**config.mk**
```make
export PLATFORM = sky130hd
export DESIGN_NAME = smf_queue
export DESIGN_NICKNAME = d
export VERILOG_FILES = /design/src/hdl/smf_pkg.sv /design/src/hdl/smf_queue.sv
export SDC_FILE = /design/constraint.sdc
export NUM_CORES = 1
export LEC_CHECK = 0
export BUFFER_PORTS_ARGS = -buffer_cell sky130_fd_sc_hd__clkbuf_2
export CAP_MARGIN = 30
export CORE_MARGIN = 2
export CORE_UTILIZATION = 45
export DETAILED_ROUTE_END_ITERATION = 8
export GPL_TIMING_DRIVEN = 1
export MAX_ROUTING_LAYER = met4
export PLACE_DENSITY = 0.69
export REMOVE_ABC_BUFFERS = 1
export SYNTH_ARGS = -nofsm -noshare
export SYNTH_HDL_FRONTEND = slang
export SYNTH_SLANG_ARGS = --single-unit
```
**constraint.sdc**
```tcl
create_clock -name i_clk -period 3.32 [get_ports i_clk]
set_input_delay 0.498 -clock i_clk [delete_from_list [all_inputs] [get_ports i_clk]]
set_output_delay 0.498 -clock i_clk [all_outputs]
set_load 0.005 [all_outputs]
```
**src/hdl/smf_pkg.sv**
```systemverilog
// Package: shared constants and types of the stereo fader/pan mixer.
`default_nettype none
package smf_pkg;
    localparam int MAX_FRAMES = 1024;
    localparam int POS_W      = (MAX_FRAMES > 1) ? $clog2(MAX_FRAMES) : 1;
    localparam int SMP_W      = 16;
    localparam int FADER_W    = 8;
    localparam int PAN_W      = 7;
    localparam int WGT_W      = 6;
    localparam int P1_W       = SMP_W + FADER_W;
    localparam int P2_W       = P1_W + WGT_W;
    localparam int MAG_W      = 28;
    localparam int DIV_C      = 8001;
    localparam int RECIP_SH   = 41;
    localparam int RECIP_W    = 29;
    localparam logic [RECIP_W-1:0] RECIP_K = RECIP_W'((64'd1 << RECIP_SH) / DIV_C);
    localparam int PROD_W     = MAG_W + RECIP_W;
    localparam int Q_W        = PROD_W - RECIP_SH;
    localparam int REM_W      = 15;
    localparam logic [Q_W:0] SAT_POS = (Q_W+1)'((1 << (SMP_W - 1)) - 1);
    localparam logic [Q_W:0] SAT_NEG = (Q_W+1)'(1 << (SMP_W - 1));
    localparam logic signed [FADER_W-1:0] FADER_UNITY = FADER_W'(127);
    localparam logic signed [FADER_W-1:0] FADER_ALT   = '1;
    localparam logic [WGT_W-1:0] WGT_FULL = WGT_W'(63);
    localparam int Q_DEPTH    = 2;
    localparam int QPTR_W     = (Q_DEPTH > 1) ? $clog2(Q_DEPTH) : 1;
    localparam int QCNT_W     = $clog2(Q_DEPTH + 1);
    localparam int PADDR_W    = 3;
    localparam logic REG_MIX_MODE = 1'b0;

    typedef struct packed {
        logic signed [SMP_W-1:0] left;
        logic signed [SMP_W-1:0] right;
        logic                    first;
        logic                    lastb;
        logic                    lastf;
        logic [POS_W-1:0]        pos;
    } t_job;
endpackage
`default_nettype wire

```
**src/hdl/smf_queue.sv**
```systemverilog
// Small job queue between the front end and the accumulator back end.
`default_nettype none
module smf_queue (
    input  wire logic          i_clk,
    input  wire logic          i_rst_n,
    input  wire logic          i_push,
    input  smf_pkg::t_job      i_job,
    input  wire logic          i_pop,
    output logic               o_full,
    output logic               o_empty,
    output smf_pkg::t_job      o_head
);
    smf_pkg::t_job                r_mem [smf_pkg::Q_DEPTH];
    logic [smf_pkg::QPTR_W-1:0]   r_wr, r_rd;
    logic [smf_pkg::QCNT_W-1:0]   r_count;

    assign o_full  = (r_count == smf_pkg::QCNT_W'(smf_pkg::Q_DEPTH));
    assign o_empty = (r_count == '0);
    assign o_head  = r_mem[r_rd];

    always_ff @(posedge i_clk) begin
        if (i_push) begin
            r_mem[r_wr] <= i_job;
        end
    end

    always_ff @(posedge i_clk) begin
        if (!i_rst_n) begin
            r_wr    <= '0;
            r_rd    <= '0;
            r_count <= '0;
        end else begin
            if (i_push) begin
                r_wr <= (r_wr == smf_pkg::QPTR_W'(smf_pkg::Q_DEPTH - 1)) ? '0 : r_wr + 1'b1;
            end
            if (i_pop) begin
                r_rd <= (r_rd == smf_pkg::QPTR_W'(smf_pkg::Q_DEPTH - 1)) ? '0 : r_rd + 1'b1;
            end
            r_count <= r_count + smf_pkg::QCNT_W'(i_push) - smf_pkg::QCNT_W'(i_pop);
        end
    end

`ifndef ASSERT_OFF
    a_no_push_full: assert property (@(posedge i_clk) disable iff (!i_rst_n)
        o_full |-> !i_push) else $error("push into full queue");
    a_no_pop_empty: assert property (@(posedge i_clk) disable iff (!i_rst_n)
        o_empty |-> !i_pop) else $error("pop from empty queue");
    a_count_bound: assert property (@(posedge i_clk) disable iff (!i_rst_n)
        r_count <= smf_pkg::QCNT_W'(smf_pkg::Q_DEPTH)) else $error("queue count overflow");
    a_count_step: assert property (@(posedge i_clk) disable iff (!i_rst_n)
        (i_push && !i_pop) |=> (r_count == $past(r_count) + 1'b1))
        else $error("queue count did not follow push");
`endif
endmodule
`default_nettype wire

```
# [Yosys cells after proc, flatten, opt, wreduce, memory -nomap -nowiden]
# Memory sizes are Yosys's and may differ from the RTL's. A register that Yosys moved wholly into a read port is not among the register bits.
# Cells that the tools add are included.
[classes] add_sub_neg=4 mul=0 div_mod_pow=0 magnitude_cmp=0 eq_ne=1 shifts=0 n_mux=6 bitwise=0 n_reduce_logical=1
[ops] op="two-way mux 1 bit" count=6
[ops] op="adder 1 bit, second input constant" count=2
[ops] op="adder 2 x 1 -> 2 bit" count=1
[ops] op="equality test 2 bit, second input constant" count=1
[ops] op="logical NOT 2 bit" count=1
[ops] op="subtractor 2 x 1 -> 2 bit" count=1
[word_totals] ff_bits=4 latchBits=0 ram_bits=90 mem_bits_ro=0 in_bits=49 output_inout_bits=47 word_cells=16 memories=1
[memory_table] memory="r_mem" words=2 width=45 read_ports=1 rd_ports_with_merged_regs=1 write_ports=1 line="smf_queue.sv:13" text="smf_pkg::t_job r_mem [smf_pkg::Q_DEPTH];"

# [Depth between registers and ports, before layout]
# Gate-level depths: netlist (run 1).
[depth] ltp_word=4 depth_mapped=6 mapped_depth_nobuf=6

# [Least setup slack after synthesis (run 1)]
# OpenSTA, ideal clock, no wires.
[synth_timing] kind="input -> register" startpoint="input i_push" endpoint="memory r_mem[0][0] in the netlist's numbering (enable)" arrival_ns=2.532 path_slack_ns=0.334 stages=1 path_cell_list="nor2b_1"
[synth_via] elab_chain_len=2
[synth_rtl] element="from (decl)" line="smf_queue.sv:6" text="input wire logic i_push,"
[synth_rtl] element="two-way mux 1 bit" line="smf_queue.sv:22" text="if (i_push) begin"
[synth_rtl] element="two-way mux 1 bit (not written as such)" line="smf_queue.sv:23" text="r_mem[r_wr] <= i_job;"
[synth_rtl] element="to (decl)" line="smf_queue.sv:13"
# Every way passes these cells.

==> metrics.csv, run 1 <==
stage,metric,value,unit
final_layout,final_nets,316,
cts,cts.sinks,95,
cts,cts_resized,0,
placed_design,post-place-ws,1370,ps
final_layout,diodes,0,
timing,fin_crit_sh,68.82,%
route,postRouteWirelength,5.729,mm
final_layout,fin_util,56.89,%
timing,setup_slack,1035,ps
timing,worstMarginPinSlew,599.5,ps
cts,postCtsSetupBuffers,0,
timing,max_slew_margin,60.03,%
floorplanning,fp.dieArea,8908,sq um
cts,clockBufferDepth,2,
yosys,synthCells,161,
route,ant_nets,0,
timing,setup_violations,0,
placed_design,dp_cells,356,
yosys,synth.avg_cell_area,22.83,sq um
yosys,synth_area_leader_cell,edfxtp_1,
cts,clockRootBuffer,clkbuf_8,
floorplanning,fp.coreArea,7807,sq um
power,power,2.484,mW
floorplanning,die_w,94.38,um
floorplanning,fp.dieH,94.38,um
yosys,ys_types,14,
global_routing,grt_start_max_net_pins,46,
timing,rsz0062_at_grt,no,
global_routing,grt_use_total,13.38,%
global_routing,grt.overflow.total,0,
final_layout,final-instance-count-excl-fill,371,
worst_hold_path,min_from,i_job[20],
cts,worstSkewPairLatency,340,ps
worst_setup_path,critical_path_class,reg -> out,
global_routing,antenna_found_initial,0,
worst_setup_path,worstPathRequired,2820,ps
placed_design,dp_hpwl,3.874,mm
yosys,seq_area_frac_synth,76.24,%
worst_setup_path,r2r_start,r_wr$_SDFFE_PN0P_,
yosys,ys_warn_count,0,
placed_design,portBuffers,95,
cts,tritoncts,built,
worst_setup_path,critPathLaunchType,register,
route,post_drt_wl_per_cell,15.44,um
worst_hold_path,hold_path.class,in -> reg,
timing,final-max-slew-violation-count,0,
final_layout,areaGrowthSynthToFinish,20.83,%
timing,setup-tns-final,0,ps
yosys,synthTopCellsByArea,"edfxtp_1 74%, mux2_4 16%, dfxtp_1 2.7%, buf_12 2.2%, mux2_2 1.5%",
floorplanning,io_pins,96,
power,cellPowerDensity,559.2,nW/um^2
route,firstDrtPassIters,4,
floorplanning,rows,32,
power,leakagePower,1.793,nW
yosys,synth_area,3676,sq um
floorplanning,start_util,47.08,%
timing,post-route-min-period,2285,ps
cts,htreeDepth,3,
cts,cts_hold_buf,0,
global_routing,grt_pass1_vias,1787,
route,vias,1769,
route,viasPerCell,4.768,
worst_setup_path,path_max_fanout,32,
global_routing,grt_pass1_wl,8.404,mm
worst_setup_path,cp.arrival,1790,ps
route,drtIter0Drc,56,
route,drc,0,
run,drv_cap,0,
final_layout,drive_above_1_share,59.48,%
placed_design,gp_congestion,0.6807,
yosys,synth_top_area_share,73.52,%
yosys,ys_ff_latch,95,
timing,fin_skew,5.694,ps
power,peakVddDrop,0.0002192,V
timing,maxClockFrequency,437.7,MHz
worst_setup_path,end_kind,output port,
timing,hold_violations,0,
cts,cts_buffers,9,
cts,path_clk_slew,80,ps
run_status,status,"finished, final reports clean",
==> cells in the mapped netlist <==
cell type  number
inv_1           2
dfxtp_1         5
nor2_1          1
mux2_4         40
and2_1          4
buf_6           1
mux2_2          5
buf_12          4
ha_1            2
o21a_1          1
xnor3_1         1
nor2b_1         4
edfxtp_1       90
xor2_1          1
==> layout by cell type, fill, tap and decap left out, drive strengths merged <==
cell type,n
and2,4
buf,3
bufinv,2
clkbuf,104
clkinv,2
clkinvlp,1
dfxtp,5
edfxtp,90
ha,2
inv,3
mux2,45
nor2,1
nor2b,4
o21a,1
xnor3,1
xor2,1
==> report_power, final <==
group | internal, mW | total (mW) | switching [mW]
Combinational | 0.173 | 0.291 | 0.118
Clock | 0.419 | 0.782 | 0.363
Sequential | 1.38 | 1.41 | 0.0282
Total | 1.97 | 2.48 | 0.510
==> critical path, stage by stage, from the launching register on <==
cell and delay [ps]:
dfxtp_2 640, buf_12 310, mux2_2 370, clkbuf_2 110
==> cells by family after synthesis <==
| family | after synthesis | synth area share [%] |
|---|---|---|
| muxes | 45 | 17.87 |
| DFF | 95 | 76.24 |
| xor gates and xnor gates | 2 | 0.8509 |
| adders and majority gates | 2 | 0.6806 |
| buffers and inverters | 7 | 2.689 |
| AOI/OAI and AO/OA | 1 | 0.2043 |
| and+or+nand+nor | 9 | 1.463 |
==> metal layers <==
layer | global-route usage [%] | up-vias | wire, um
met5 | - | - | 0
met4 | 8.696 | 0 | 196
met3 | 3.352 | 14 | 379
met2 | 21.96 | 63 | 2844
met1 | 14.49 | 863 | 2308
li1 | - | 829 | -
==> cell type report <==
cell class | instances | area, sq um
fill | 619 | 3366
sequential | 95 | 2804
multi-input combinational | 59 | 783.3
timing repair buffer | 98 | 510.5
tap | 102 | 127.6
clock buffer | 9 | 123.9
clock inverter | 6 | 85.08
inverter | 2 | 7.507
==> sequential cells by signal, indices dropped and copies added, names as in the netlist, named ones only <==
signal,flops
r_wr,1
r_count,2
r_rd,1
r_mem,90
==> through the flow <==
| stage | hold slack (ps) | area, sq um |
|---|---|---|
| after floorplan | 554.6 | 3585 |
| after global placement | 563.3 | 4233 |
| after detailed placement | 564.1 | 4233 |
| after CTS | 319.3 | 4442 |
| after global routing | 323.2 | 4442 |
| final | 340.1 | 4442 |
==> final timing paths <==
| kind | endpoint | slack, ps | depth (start not counted) |
|---|---|---|---|
| max | o_head[40] | 1040 | 3 |
| min | r_mem[0][20]$_DFFE_PP_ | 340 | 1 |
| max reg2reg | r_mem[0][28]$_DFFE_PP_ | 1780 | 2 |
| min reg2reg | register | 590 | 2 |
No activity file was read; power rests on OpenSTA's default activity.
==> run 2: changes to the inputs <==
==> constraint.sdc (replaced) <==
create_clock -name i_clk -period 2.15 [get_ports i_clk]
set_input_delay 0.3225 -clock i_clk [delete_from_list [all_inputs] [get_ports i_clk]]
set_output_delay 0.3225 -clock i_clk [all_outputs]
set_load 0.005 [all_outputs]
==> metrics.csv, run 2 (same netlist as run 1, synthesis figures left out) <==
stage,metric,value,unit,change
floorplanning,rows,32,,unchanged
cts,cts_hold_buf,0,,unchanged
final_layout,regMostFlops,r_mem,,
route,drc,0,,unchanged
timing,worstMarginPinSlew,383.9,ps,-215.6 ps
worst_setup_path,critPathLaunchType,register,,
worst_setup_path,cp.arrival,1500,ps,-290 ps
worst_setup_path,cpLargestDelayFamily,buffers and inverters,,
timing,hold_slack,168.5,ps,-171.6 ps
global_routing,grt_use_total,13.63,%,+0.25 points
route,drtIter0Drc,57,,+1.8%
timing,final-max-slew-violation-count,0,,unchanged
worst_setup_path,path_max_fanout,45,,+41%
final_layout,drive_above_1_share,58.74,%,-0.74 points
floorplanning,fp.coreArea,7807,sq um,unchanged
timing,hold_violations,0,,unchanged
global_routing,grt_pass1_vias,1751,,-2.0%
floorplanning,die_w,94.38,um,unchanged
placed_design,portBuffers,95,,unchanged
timing,rsz0062_at_grt,no,,
worst_hold_path,whs_path_depth,1,,unchanged
final_layout,fillers,601,,-2.9%
global_routing,grt_start_max_net_pins,46,,unchanged
cts,cts_buffers,9,,unchanged
placed_design,gp_congestion,0.7166,,+5.3%
timing,setup_violations,0,,unchanged
worst_setup_path,cp_num_buf_inv,2,,unchanged
worst_setup_path,worst-r2r-cell-count,2,,unchanged
placed_design,post-place-ws,692.3,ps,-678.0 ps
final_layout,layout.area.seq,2804,sq um,unchanged
cts,tritoncts,built,,
timing,fin_crit_sh,84.74,%,
cts,cts.sinks,95,,unchanged
floorplanning,start_util,47.08,%,unchanged
route,postRouteWirelength,5.758,mm,+0.51%
route,firstDrtPassIters,4,,unchanged
route,viasPerCell,4.693,,-1.6%
timing,max_slew_margin,74.35,%,+14 points
placed_design,dp_cells,356,,unchanged
global_routing,grt.overflow.total,0,,unchanged
cts,worstSkewPairLatency,340,ps,about the same
floorplanning,fp.dieH,94.38,um,unchanged
route,ant_nets,0,,unchanged
run,drv_cap,0,,unchanged
cts,path_clk_slew,80,ps,about the same
route,post_drt_wl_per_cell,15.52,um,+0.51%
worst_setup_path,path_cells,buf_12 > mux2_2 > clkbuf_2,,
final_layout,final_nets,316,,unchanged
final_layout,areaGrowthSynthToFinish,20.66,%,
power,cellPowerDensity,831.3,nW/um^2,+49%
cts,clockRootBuffer,clkbuf_8,,
timing,maxClockFrequency,548.9,MHz,
final_layout,diodes,0,,unchanged
cts,cts_resized,0,,unchanged
final_layout,layout_commonest_cell,clkbuf_2,,
power,peakVddDrop,0.0003661,V,+67%
run_status,status,"finished, final reports clean",,
worst_hold_path,min_from,i_job[22],,
final_layout,largest_reg_flops,90,,unchanged
cts,clockBufferDepth,2,,unchanged
cts,htreeDepth,3,,unchanged
worst_setup_path,worstPathRequired,1830,ps,-990 ps
floorplanning,io_pins,96,,unchanged
floorplanning,fp.dieArea,8908,sq um,unchanged
power,power,3.687,mW,+48%
worst_setup_path,end_kind,output port,,
global_routing,antenna_found_initial,0,,unchanged
final_layout,final-instance-count-excl-fill,371,,unchanged
power,leakagePower,1.785,nW,-0.48%
cts,postCtsSetupBuffers,0,,unchanged
worst_hold_path,min_to,r_mem[0][22]$_DFFE_PP_,,
final_layout,fin_util,56.81,%,-0.080 points
final_layout,final_cell_mix,"95 x clkbuf_2, 90 x edfxtp_1, 40 x mux2_4",,
final_layout,reg_top3,"r_mem (90), r_count (2)",,
worst_setup_path,cp_slowest_cell,mux2_2,,
worst_setup_path,rr_endpoint,r_mem[1][6]$_DFFE_PP_,,
timing,fin_skew,7.186,ps,+1.492 ps
timing,setup_slack,328.1,ps,-707.1 ps
route,vias,1741,,-1.6%
global_routing,grt_pass1_wl,8.590,mm,+2.2%
final_layout,multi_input_area,783.3,sq um,unchanged
worst_setup_path,r2r_start,r_wr$_SDFFE_PN0P_,,
timing,post-route-min-period,1822,ps,
worst_setup_path,critical_path_class,reg -> out,,
worst_hold_path,hold_path.class,in -> reg,,
worst_setup_path,critPathMaxStageDelay,380,ps,-260 ps
worst_setup_path,rrSetupSlack,770,ps,-1010 ps
==> run 2: cell types whose count changed in the layout (fill, tap and decap cells not counted), sizes merged <==
cell    delta
inv        -1
clkinv     +1
bufinv     -1
clkbuf     +1
==> run 2: per-stage QoR <==
stage	TNS (ps)	instance area, sq um
4_1_cts	0	4436
2_1_floorplan	-44860	3585
5_1_grt	0	4436
3_3_place_gp	0	4258
3_5_place_dp	0	4258
6_report	0	4436
==> run 2: where the power goes <==
group	switching (mW)	total, mW	internal, mW
Combinational	0.199	0.473	0.273
Clock	0.528	1.05	0.522
Sequential	0.0302	2.16	2.13
Total	0.757	3.69	2.93
==> run 2: how the worst max path moves through the flow <==
stage             start                     to  slack, ps  cells past startpoint
6_report       register             o_head[40]        330                      3
3_5_place_dp   register             o_head[36]        690                      3
4_1_cts        register             o_head[40]        310                      3
5_1_grt        register             o_head[36]        270                      3
2_1_floorplan    i_push  r_mem[0][0]$_DFFE_PP_       -660                      1
3_3_place_gp   register             o_head[40]        700                      3
==> run 2: metal layers <==
layer | GRT usage (%) | vias to the layer above | wire length, um | part of all wire (%)
met4 | 6.522 | 0 | 87 | 1.5
li1 | - | 830 | - | -
met5 | - | - | 0 | 0
met3 | 2.953 | 8 | 348 | 6.0
met1 | 15.95 | 845 | 2433 | 42
met2 | 22.56 | 58 | 2888 | 50
==> run 2: final cells by class <==
type / count / area share [%]
Clock inverter: 5 / 1.128
Sequential cell: 95 / 63.22
Timing Repair Buffer: 98 / 12.07
Multi-Input combinational cell: 59 / 17.66
Clock buffer: 10 / 2.877
Inverter: 2 / 0.1693
Tap cell: 102 / 2.877
