## src/hdl/smf_pkg.sv

```systemverilog
// Package: shared constants and types of the stereo fader/pan mixer.
`default_nettype none
package smf_pkg;
    localparam int MAX_FRAMES = 1024;
    localparam int POS_W      = (MAX_FRAMES > 1) ? $clog2(MAX_FRAMES) : 1;
    localparam int SMP_W      = 16;
    localparam int FADER_W    = 8;
    localparam int PAN_W      = 7;
    localparam int WGT_W      = 6;
    localparam int P1_W       = SMP_W + FADER_W;
    localparam int P2_W       = P1_W + WGT_W;
    localparam int MAG_W      = 28;
    localparam int DIV_C      = 8001;
    localparam int RECIP_SH   = 41;
    localparam int RECIP_W    = 29;
    localparam logic [RECIP_W-1:0] RECIP_K = RECIP_W'((64'd1 << RECIP_SH) / DIV_C);
    localparam int PROD_W     = MAG_W + RECIP_W;
    localparam int Q_W        = PROD_W - RECIP_SH;
    localparam int REM_W      = 15;
    localparam logic [Q_W:0] SAT_POS = (Q_W+1)'((1 << (SMP_W - 1)) - 1);
    localparam logic [Q_W:0] SAT_NEG = (Q_W+1)'(1 << (SMP_W - 1));
    localparam logic signed [FADER_W-1:0] FADER_UNITY = FADER_W'(127);
    localparam logic signed [FADER_W-1:0] FADER_ALT   = '1;
    localparam logic [WGT_W-1:0] WGT_FULL = WGT_W'(63);
    localparam int Q_DEPTH    = 2;
    localparam int QPTR_W     = (Q_DEPTH > 1) ? $clog2(Q_DEPTH) : 1;
    localparam int QCNT_W     = $clog2(Q_DEPTH + 1);
    localparam int PADDR_W    = 3;
    localparam logic REG_MIX_MODE = 1'b0;

    typedef struct packed {
        logic signed [SMP_W-1:0] left;
        logic signed [SMP_W-1:0] right;
        logic                    first;
        logic                    lastb;
        logic                    lastf;
        logic [POS_W-1:0]        pos;
    } t_job;
endpackage
`default_nettype wire

```

## src/hdl/smf_if.sv

```systemverilog
// Interfaces: input frame channel and mixed frame channel.
`default_nettype none
interface smf_in_if;
    logic                                  valid;
    logic                                  ready;
    logic signed [smf_pkg::SMP_W-1:0]      left_sample;
    logic signed [smf_pkg::SMP_W-1:0]      right_sample;
    logic signed [smf_pkg::FADER_W-1:0]    fader_level;
    logic signed [smf_pkg::PAN_W-1:0]      pan_position;
    logic                                  first_buffer;
    logic                                  last_buffer;
    logic                                  last_frame;
    modport source(output valid, left_sample, right_sample, fader_level, pan_position,
                   first_buffer, last_buffer, last_frame, input ready);
    modport sink(input valid, left_sample, right_sample, fader_level, pan_position,
                 first_buffer, last_buffer, last_frame, output ready);
endinterface

`default_nettype wire

```

## src/hdl/smf_front.sv

```systemverilog
// Front end: accepts frames, tracks frame position, applies fader and pan gain when the mix mode is set.
`default_nettype none
module smf_front (
    input  wire logic                  i_clk,
    input  wire logic                  i_rst_n,
    input  wire logic                  i_mode,
    smf_in_if.sink                     i_in,
    input  wire logic                  i_full,
    output logic                       o_push,
    output smf_pkg::t_job              o_job
);
    localparam logic [2:0] ST_IDLE  = 3'd0;
    localparam logic [2:0] ST_MUL1  = 3'd1;
    localparam logic [2:0] ST_MUL2  = 3'd2;
    localparam logic [2:0] ST_ABS   = 3'd3;
    localparam logic [2:0] ST_RECIP = 3'd4;
    localparam logic [2:0] ST_REM   = 3'd5;
    localparam logic [2:0] ST_PUSH  = 3'd6;

    logic [2:0]                              r_state, n_state;
    logic [smf_pkg::POS_W-1:0]               r_pos;
    logic                                    r_mode;
    logic signed [smf_pkg::SMP_W-1:0]        r_smp   [2];
    logic signed [smf_pkg::FADER_W-1:0]      r_fader;
    logic signed [smf_pkg::PAN_W-1:0]        r_pan;
    logic                                    r_first, r_lastb, r_lastf;
    logic [smf_pkg::POS_W-1:0]               r_jpos;
    logic [smf_pkg::WGT_W-1:0]               r_w     [2];
    logic signed [smf_pkg::P1_W-1:0]         r_p1    [2];
    logic signed [smf_pkg::P2_W-1:0]         r_p2    [2];
    logic                                    r_neg   [2];
    logic [smf_pkg::MAG_W-1:0]               r_mag   [2];
    logic [smf_pkg::Q_W-1:0]                 r_q0    [2];
    logic [smf_pkg::REM_W-1:0]               r_rem   [2];

    logic                                    accept;
    logic signed [smf_pkg::FADER_W-1:0]      fader_eff;
    logic [smf_pkg::PAN_W-1:0]               pan_abs;
    logic [smf_pkg::WGT_W-1:0]               pan_mag;
    logic [smf_pkg::WGT_W-1:0]               w_dim;
    logic [smf_pkg::WGT_W-1:0]               w_new   [2];
    logic [smf_pkg::Q_W:0]                   q_fin   [2];
    logic signed [smf_pkg::SMP_W-1:0]        scaled  [2];
    logic signed [smf_pkg::SMP_W-1:0]        res     [2];
    logic [smf_pkg::PROD_W-1:0]              prod    [2];

    assign i_in.ready = (r_state == ST_IDLE);
    assign accept     = i_in.valid && i_in.ready;

    always_comb begin
        fader_eff = (r_fader == smf_pkg::FADER_ALT) ? smf_pkg::FADER_UNITY : r_fader;
        pan_abs   = r_pan[smf_pkg::PAN_W-1] ? 7'(-r_pan) : 7'(r_pan);
        pan_mag   = pan_abs[smf_pkg::PAN_W-1] ? smf_pkg::WGT_FULL : pan_abs[smf_pkg::WGT_W-1:0];
        w_dim     = smf_pkg::WGT_FULL - pan_mag;
        w_new[0]  = (!r_pan[smf_pkg::PAN_W-1] && (r_pan != '0)) ? w_dim : smf_pkg::WGT_FULL;
        w_new[1]  = r_pan[smf_pkg::PAN_W-1] ? w_dim : smf_pkg::WGT_FULL;
        for (int c = 0; c < 2; c++) begin
            prod[c]  = {{smf_pkg::RECIP_W{1'b0}}, r_mag[c]}
                       * {{smf_pkg::MAG_W{1'b0}}, smf_pkg::RECIP_K};
            q_fin[c] = {1'b0, r_q0[c]}
                       + (smf_pkg::Q_W+1)'(r_rem[c] >= smf_pkg::REM_W'(smf_pkg::DIV_C));
            if (r_neg[c]) begin
                scaled[c] = (q_fin[c] > smf_pkg::SAT_NEG) ? {1'b1, {(smf_pkg::SMP_W-1){1'b0}}}
                                                         : smf_pkg::SMP_W'(-q_fin[c]);
            end else begin
                scaled[c] = (q_fin[c] > smf_pkg::SAT_POS) ? {1'b0, {(smf_pkg::SMP_W-1){1'b1}}}
                                                         : q_fin[c][smf_pkg::SMP_W-1:0];
            end
            res[c] = r_mode ? scaled[c] : r_smp[c];
        end
    end

    always_comb begin
        n_state = r_state;
        o_push  = 1'b0;
        case (r_state)
            ST_IDLE:  if (accept) n_state = ST_MUL1;
            ST_MUL1:  n_state = ST_MUL2;
            ST_MUL2:  n_state = ST_ABS;
            ST_ABS:   n_state = ST_RECIP;
            ST_RECIP: n_state = ST_REM;
            ST_REM:   n_state = ST_PUSH;
            ST_PUSH: begin
                if (!i_full) begin
                    o_push  = 1'b1;
                    n_state = ST_IDLE;
                end
            end
            default:  n_state = ST_IDLE;
        endcase
    end

    assign o_job = '{left: res[0], right: res[1], first: r_first, lastb: r_lastb,
                     lastf: r_lastf, pos: r_jpos};

    always_ff @(posedge i_clk) begin
        if (!i_rst_n) begin
            r_state <= ST_IDLE;
            r_pos   <= '0;
        end else begin
            r_state <= n_state;
            if (accept) begin
                r_pos <= (i_in.last_frame || r_pos == smf_pkg::POS_W'(smf_pkg::MAX_FRAMES - 1))
                         ? '0 : r_pos + 1'b1;
            end
        end
    end

    always_ff @(posedge i_clk) begin
        case (r_state)
            ST_IDLE: begin
                if (accept) begin
                    r_smp[0] <= i_in.left_sample;
                    r_smp[1] <= i_in.right_sample;
                    r_fader  <= i_in.fader_level;
                    r_pan    <= i_in.pan_position;
                    r_first  <= i_in.first_buffer;
                    r_lastb  <= i_in.last_buffer;
                    r_lastf  <= i_in.last_frame;
                    r_jpos   <= r_pos;
                    r_mode   <= i_mode;
                end
            end
            ST_MUL1: begin
                for (int c = 0; c < 2; c++) begin
                    r_w[c]  <= w_new[c];
                    r_p1[c] <= $signed({{smf_pkg::FADER_W{r_smp[c][smf_pkg::SMP_W-1]}}, r_smp[c]})
                             * $signed({{smf_pkg::SMP_W{fader_eff[smf_pkg::FADER_W-1]}}, fader_eff});
                end
            end
            ST_MUL2: begin
                for (int c = 0; c < 2; c++) begin
                    r_p2[c] <= $signed({{smf_pkg::WGT_W{r_p1[c][smf_pkg::P1_W-1]}}, r_p1[c]})
                             * $signed({{smf_pkg::P1_W{1'b0}}, r_w[c]});
                end
            end
            ST_ABS: begin
                for (int c = 0; c < 2; c++) begin
                    r_neg[c] <= r_p2[c][smf_pkg::P2_W-1];
                    r_mag[c] <= r_p2[c][smf_pkg::P2_W-1] ? smf_pkg::MAG_W'(-r_p2[c])
                                                         : smf_pkg::MAG_W'(r_p2[c]);
                end
            end
            ST_RECIP: begin
                for (int c = 0; c < 2; c++) begin
                    r_q0[c] <= prod[c][smf_pkg::PROD_W-1:smf_pkg::RECIP_SH];
                end
            end
            ST_REM: begin
                for (int c = 0; c < 2; c++) begin
                    r_rem[c] <= smf_pkg::REM_W'(r_mag[c]
                              - smf_pkg::MAG_W'({{(smf_pkg::MAG_W-smf_pkg::Q_W){1'b0}}, r_q0[c]}
                                                * smf_pkg::MAG_W'(smf_pkg::DIV_C)));
                end
            end
            default: begin
            end
        endcase
    end
endmodule
`default_nettype wire

```

## src/flat_wrapper.sv

```systemverilog
// flat-port wrapper written by rule: the top's interface ports become plain ports
module smf_front_flat 
  (i_clk, i_rst_n, i_mode, i_full, o_push, o_job, i_in_valid, i_in_left_sample, i_in_right_sample, i_in_fader_level, i_in_pan_position, i_in_first_buffer, i_in_last_buffer, i_in_last_frame, i_in_ready);
  smf_in_if i_in_i ();
  input  wire logic i_clk;
  input  wire logic i_rst_n;
  input  wire logic i_mode;
  input  wire logic i_full;
  output logic o_push;
  output smf_pkg::t_job o_job;
  input wire logic [$bits(i_in_i.valid)-1:0] i_in_valid;
  input wire logic [$bits(i_in_i.left_sample)-1:0] i_in_left_sample;
  input wire logic [$bits(i_in_i.right_sample)-1:0] i_in_right_sample;
  input wire logic [$bits(i_in_i.fader_level)-1:0] i_in_fader_level;
  input wire logic [$bits(i_in_i.pan_position)-1:0] i_in_pan_position;
  input wire logic [$bits(i_in_i.first_buffer)-1:0] i_in_first_buffer;
  input wire logic [$bits(i_in_i.last_buffer)-1:0] i_in_last_buffer;
  input wire logic [$bits(i_in_i.last_frame)-1:0] i_in_last_frame;
  output wire logic [$bits(i_in_i.ready)-1:0] i_in_ready;
  assign i_in_i.valid = i_in_valid;
  assign i_in_i.left_sample = i_in_left_sample;
  assign i_in_i.right_sample = i_in_right_sample;
  assign i_in_i.fader_level = i_in_fader_level;
  assign i_in_i.pan_position = i_in_pan_position;
  assign i_in_i.first_buffer = i_in_first_buffer;
  assign i_in_i.last_buffer = i_in_last_buffer;
  assign i_in_i.last_frame = i_in_last_frame;
  assign i_in_ready = i_in_i.ready;
  smf_front u_core (.i_clk(i_clk), .i_rst_n(i_rst_n), .i_mode(i_mode), .i_in(i_in_i), .i_full(i_full), .o_push(o_push), .o_job(o_job));
endmodule
```

## config.mk

```make
export PLATFORM = sky130hd
export DESIGN_NAME = smf_front_flat
export DESIGN_NICKNAME = d
export VERILOG_FILES = /design/src/hdl/smf_pkg.sv /design/src/hdl/smf_if.sv /design/src/hdl/smf_front.sv /design/src/flat_wrapper.sv
export SDC_FILE = /design/constraint.sdc
export NUM_CORES = 2
export LEC_CHECK = 0
export ABC_AREA = 1
export BUFFER_PORTS_ARGS = -buffer_cell sky130_fd_sc_hd__buf_4
export CORE_ASPECT_RATIO = 1.1
export CORE_UTILIZATION = 45
export DETAILED_ROUTE_END_ITERATION = 6
export PLACE_DENSITY = 0.65
export SYNTH_ARGS = -nofsm -noshare
export SYNTH_HDL_FRONTEND = slang
export SYNTH_SLANG_ARGS = --single-unit
```

## constraint.sdc

```tcl
create_clock -name i_clk -period 7.2 [get_ports i_clk]
set_input_delay 0 -clock i_clk [delete_from_list [all_inputs] [get_ports i_clk]]
set_output_delay 0 -clock i_clk [all_outputs]
set_load 0.005 [all_outputs]
```

==> Word level (Yosys, flattened, before mapping) <==
Memories as Yosys holds them, arrays and structs flattened.
Index checks and enable logic that the tools add are counted.
{ "op_classes": {"n_div": 0, "shift": 0, "n_mul": 8, "n_eq_ne": 10, "bitwise": 0, "magnitude_cmp": 6, "mux": 34, "add_sub_neg": 11, "reduce_logical": 8} }
{ "op_table": {"columns": ["cell", "n"], "rows": [
  ["2-to-1 mux 16 bit", 8],
  ["multiplier 28 x 29 -> 57 bit, second input constant", 2],
  ["multiplier 24 x 7 -> 30 bit", 2],
  ["2-to-1 mux 28 bit", 2],
  ["negation 28 bit", 2],
  ["multiplier 16 x 8 -> 24 bit", 2],
  ["adder 16 x 1 -> 17 bit", 2],
  ["greater-than comparator 17 x 15 -> 1 bit, second input constant", 2],
  ["greater-than comparator 17 x 16 -> 1 bit, second input constant", 2],
  ["multiplier 16 x 13 -> 15 bit, second input constant", 2],
  ["negation 16 bit", 2],
  ["greater-or-equal comparator 15 x 13 -> 1 bit, second input constant", 2],
  ["subtractor 15 bit", 2],
  ["one-hot mux 3 bit (7 select lines)", 1],
  ["2-to-1 mux 6 bit", 3],
  ["2-to-1 mux 1 bit", 15],
  ["adder 10 x 1 -> 10 bit, second input constant", 1],
  ["== test 10 bit, second input constant", 1],
  ["2-to-1 mux 10 bit", 1],
  ["== test 3 bit, second input constant", 3],
  ["== test 8 x 1 -> 1 bit, second input constant", 1],
  ["2-to-1 mux 8 bit", 1],
  ["2-to-1 mux 7 bit", 1],
  ["negation 7 bit", 1],
  ["11 further kinds", 16]
]} }
{ "totals": {"latchBits": 0, "reg_bits": 42, "word_cells": 94, "inputBits": 55, "n_memories": 8, "romBits": 0, "mem_bits_rw": 272} }
{ "memory_table": {"columns": ["memory", "words", "word_bits", "read_ports", "rd_clocked_by_memory_dff", "wr", "line_no", "source"], "rows": [
  ["u_core.r_p2", 2, 30, 2, 0, 2, "smf_front.sv:30", "logic signed [smf_pkg::P2_W-1:0] r_p2 [2];"],
  ["u_core.r_mag", 2, 28, 2, 0, 2, "smf_front.sv:32", "logic [smf_pkg::MAG_W-1:0] r_mag [2];"],
  ["u_core.r_p1", 2, 24, 2, 0, 2, "smf_front.sv:29", "logic signed [smf_pkg::P1_W-1:0] r_p1 [2];"],
  ["u_core.r_q0", 2, 16, 2, 0, 2, "smf_front.sv:33", "logic [smf_pkg::Q_W-1:0] r_q0 [2];"],
  ["u_core.r_smp", 2, 16, 2, 0, 2, "smf_front.sv:23", "logic signed [smf_pkg::SMP_W-1:0] r_smp [2];"],
  ["u_core.r_rem", 2, 15, 2, 0, 2, "smf_front.sv:34", "logic [smf_pkg::REM_W-1:0] r_rem [2];"],
  ["2 more memories", null, null, null, null, null, null, null]
]} }

==> Longest topological paths before layout <==
{ "depth": {"word_depth": 6, "mapped_depth": 28} }

==> Least setup slack after synthesis <==
OpenSTA, ideal clock, no wires.
{ "synth_timing": {"path_kind": "reg2reg", "from": "memory u_core.r_mag[0][53] (netlist bit)", "to": "memory u_core.r_q0[0][31] (netlist bit) (data pin)", "synth_period_minus_slack_ns": 5.756, "path_stages_with_launch": 27, "arrival_ns": 5.490, "setup_time_ns": 0.265, "slack_ns": 1.444, "required_time_ns": 6.935, "path_cell_list": "edfxtp_1 > fa_1 > inv_1 > fa_1 > inv_1 > fa_1 > inv_1 > fa_1 > inv_1 > fa_1 > fa_1 > inv_1 > fa_1 > inv_1 > ha_1 > nand2_1 > nor2_1 > inv_1 > nor2_1 > inv_1 > nor2_1 > o21ai_0 > nand2_1 > a21boi_0 > nand2_1 > nand2_1 > nand2_1"} }
{ "synth_lines": {"columns": ["item", "line_no"], "rows": [
  ["start: declaration", "smf_front.sv:32"],
  ["end: declaration", "smf_front.sv:33"]
]} }

==> summary.md <==
| Metric | Value |
|---|---|
| Syn nets | `9200` |
| Post-synth EDFFs | `299` |
| Slew @ Worst Pin | `1.06 ns` |
| Final nets | `9323` |
| Final TNS setup | `0 ns` |
| Maximum root-to-sink buffer count | `3` |
| Skew final | `0.0246 ns` |
| Post-synth ARST share | `0%` |
| Root buffer cell | `clkbuf_16` |
| Post-synthesis sequential area ratio | `14.8%` |
| Final hold vios | `0` |
| DRT Pass-1 Iters | `6` |
| Layout area overhead | `7.67%` |
| Synthesized cell area | `62600 µm²` |
| Hold Path Depth | `2` |
| Final min period | `6.51 ns` |
| Outcome | `finished, final reports clean` |
| Post-route ant nets | `0` |
| Arr. time, crit path | `6.82 ns` |
| Register area | `9240 µm²` |
| Ys Warns | `0` |
| Layout cells sized above 1 | `4.23%` |
| Startpoint Class | `flip-flop` |
| Endpoint class of the critical path | `flip-flop` |
| Fill count | `13300` |
| Most used DFF post-synth | `edfxtp_1` |
| Initial DRC Count | `2734` |
| Initial Util | `45.3%` |
| Die Span X | `358 µm` |
| WL/cell | `18.6 µm` |
| Number of global-route vias before repair | `50200` |
| I/O pin count | `102` |
| Worst reg-to-reg path cell count | `20` |
| CP required | `7.51 ns` |
| GRT Total Usage | `25.1%` |
| Fmax achieved | `153 MHz` |
| RSZ-0062 raised after global routing | `no` |
| Max FO, Critical Path | `7` |
| Post-CTS Resized | `0` |
| Register clock-pin slew on the reported worst setup and hold paths | `0.08 ns` |
| WS Path Type | `reg -> reg` |
| Remaining DRCs | `0` |
| Final WL | `171000 µm` |
| Avg Cell Area, Syn | `8.61 µm²` |
| Die span in y | `393 µm` |
| Via count | `47200` |
| First-pass GRT wire length | `273000 µm` |
| Worst skew pair latency | `0.59 ns` |
| DP HPWL | `146000 µm` |
| Post-synth cell types | `59` |
| Port Buf Inserts | `101` |
| Crit path launch | `u_core.r_mag[0][16]` |
| Period Utilization, post-route | `90.5%` |
| Largest net degree at the start of global routing | `61` |
| Hold WC Path Type | `in -> reg` |
| Min-delay src | `i_in_right_sample[11]` |
| H-tree depth | `2` |
| Grt ovf | `0` |
| CTS tree | `done` |
| Core area | `138000 µm²` |
| # setup viols final | `0` |
| GP Congestion | `0.999` |
| CTS sink count | `312` |
| Full die area | `141000 µm²` |
| Slew Limit Fails | `0` |
| #FFs+latches synth | `312` |
| Rows | `143` |
| R2R Path Start | `u_core.r_mag[0][16]` |
| TritonCTS Buffers | `37` |
| Antenna violations before repair | `1` |
| Via density | `5.11` |
| Syn Inst Count | `7266` |
| Max-slew headroom | `29.3%` |
| Multi-input gate area | `45400 µm²` |
| Max-Cap Viols | `0` |
==> cells in the mapped netlist (3+ instances only) <==
| cell type | n | share of area [%] |
|---|---|---|
| nor2_1 | 405 | 2.4 |
| o21ai_0 | 200 | 1.6 |
| dfxtp_1 | 13 | 0.42 |
| clkbuf_2 | 6 | 0.048 |
| nor4_1 | 16 | 0.16 |
| o2111ai_1 | 3 | 0.042 |
| fa_1 | 974 | 31 |
| o21bai_1 | 22 | 0.26 |
| nor2_2 | 12 | 0.12 |
| nand2_1 | 1212 | 7.3 |
| buf_4 | 5 | 0.060 |
| nand3b_1 | 4 | 0.048 |
| nor3b_1 | 5 | 0.060 |
| nor3_2 | 4 | 0.064 |
| nand3_2 | 5 | 0.080 |
| o31ai_1 | 9 | 0.11 |
| a21boi_0 | 11 | 0.13 |
| nand2_2 | 16 | 0.16 |
| nand3_1 | 171 | 1.4 |
| nor3_1 | 58 | 0.46 |
| edfxtp_1 | 299 | 14 |
| nand4_2 | 3 | 0.060 |
| a21oi_1 | 299 | 2.4 |
| ha_1 | 905 | 18 |
| xor2_1 | 164 | 2.3 |
| o21ai_1 | 9 | 0.072 |
| buf_2 | 6 | 0.048 |
| clkbuf_1 | 83 | 0.50 |
| nand2_4 | 6 | 0.11 |
| o21a_1 | 9 | 0.11 |
| inv_1 | 2003 | 12 |
| nand3_4 | 3 | 0.084 |
| o211ai_1 | 12 | 0.14 |
| a31oi_1 | 31 | 0.31 |
| or2_2 | 39 | 0.39 |
| a21o_1 | 37 | 0.44 |
| inv_2 | 7 | 0.042 |
| xnor2_1 | 93 | 1.3 |
| nor2_4 | 6 | 0.11 |
| a211oi_1 | 8 | 0.096 |
| buf_1 | 9 | 0.054 |
| nand4_1 | 64 | 0.64 |
==> registers in the layout, indices dropped and copies added (netlist names) <==
signal          cells
u_core.r_jpos      10
u_core.r_smp       32
u_core.r_p2        58
u_core.r_mode       1
u_core.r_q0        32
u_core.r_state      3
u_core.r_lastb      1
u_core.r_lastf      1
u_core.r_pos       10
u_core.r_w         12
u_core.r_p1        48
u_core.r_fader      8
u_core.r_rem       30
u_core.r_first      1
u_core.r_mag       56
u_core.r_pan        7
u_core.r_neg        2
==> area by class of cell <==
type,count,area share [%]
Timing Repair Buffer,195,2.38
Tap cell,1812,3.36
Sequential cell,312,13.7
Inverter,2010,11.2
Antenna cell,1,0.00371
Clock buffer,43,1.49
Multi-Input combinational cell,4833,67.3
Clock inverter,25,0.531
==> path summary, 6_finish.rpt <==
path / end / slack (ns)
worst max register to register: u_core.r_q0[0][15] / 0.69
worst min register to register: u_core.r_mag[0][0] / 0.45
worst min-delay path: u_core.r_smp[0][27] / 0.15
worst max-delay path: u_core.r_q0[0][15] / 0.69
==> cells by family after synthesis <==
kind of cell,after synthesis,synth area share [%]
AO/OA/AOI/OAI,663,5.90
XOR/XNOR,258,3.62
adder cells (fa/ha/maj),1879,49.3
buffers and inverters,2121,12.8
flip-flops,312,14.8
multiplexers,1,0.0160
AND/OR/NAND/NOR,2032,13.6
==> cell usage in the layout (no fill, tap or decap), drive strengths merged, types with 67 or more instances in the layout <==
cell       n
o21ai    210
nor2     423
xor2     164
nand4     67
buf      139
nand3    179
edfxtp   299
fa       974
ha       905
a21oi    300
inv     2017
xnor2     94
nand2   1234
==> metrics by stage <==
stage | cell area [µm²] | hold slack (ns) | util [%] | instances | setup WS, ns
global route | 67400 | 0.134 | 48.8 | 9231 | 0.427
detailed placement | 65500 | 0.179 | 47.4 | 9106 | 0.792
floorplan | 62600 | 0.0342 | - | 7266 | 1.44
finish | 67400 | 0.145 | 48.8 | 9231 | 0.685
global placement | 65500 | 0.178 | 47.4 | 9106 | 0.820
CTS | 67400 | 0.113 | 48.8 | 9230 | 0.756
==> per-layer routing <==
metal	part of all wire [%]	GRT usage (%)	wire length, µm
met5	0	0	0
met1	42	31.5	71200
met2	50	44.7	85900
met4	3.4	7.89	5840
met3	5.0	2.90	8550
==> critical path, cell delays in order (launching register included) <==
cell,delay (ns)
edfxtp_1,0.57
fa_1,0.66
inv_1,0.17
fa_1,0.51
fa_1,0.52
inv_1,0.05
fa_1,0.54
inv_1,0.06
fa_1,0.47
inv_1,0.07
fa_1,0.52
fa_1,0.44
ha_1,0.33
a21oi_1,0.18
o21ai_0,0.14
a21oi_1,0.14
o21ai_0,0.14
a211oi_1,0.42
nand2_1,0.14
nand2_1,0.09
nand2_1,0.07
==> timing repair <==
| item | CTS | global route |
|---|---|---|
| hold endpoints to repair | 90 | 0 |
| setup buffers | 0 | 0 |
| hold buffers | 56 | 0 |
Power is left out: the tool's default activity adds up to more than one toggle a clock period on the data nets, which glitch-free logic cannot reach.
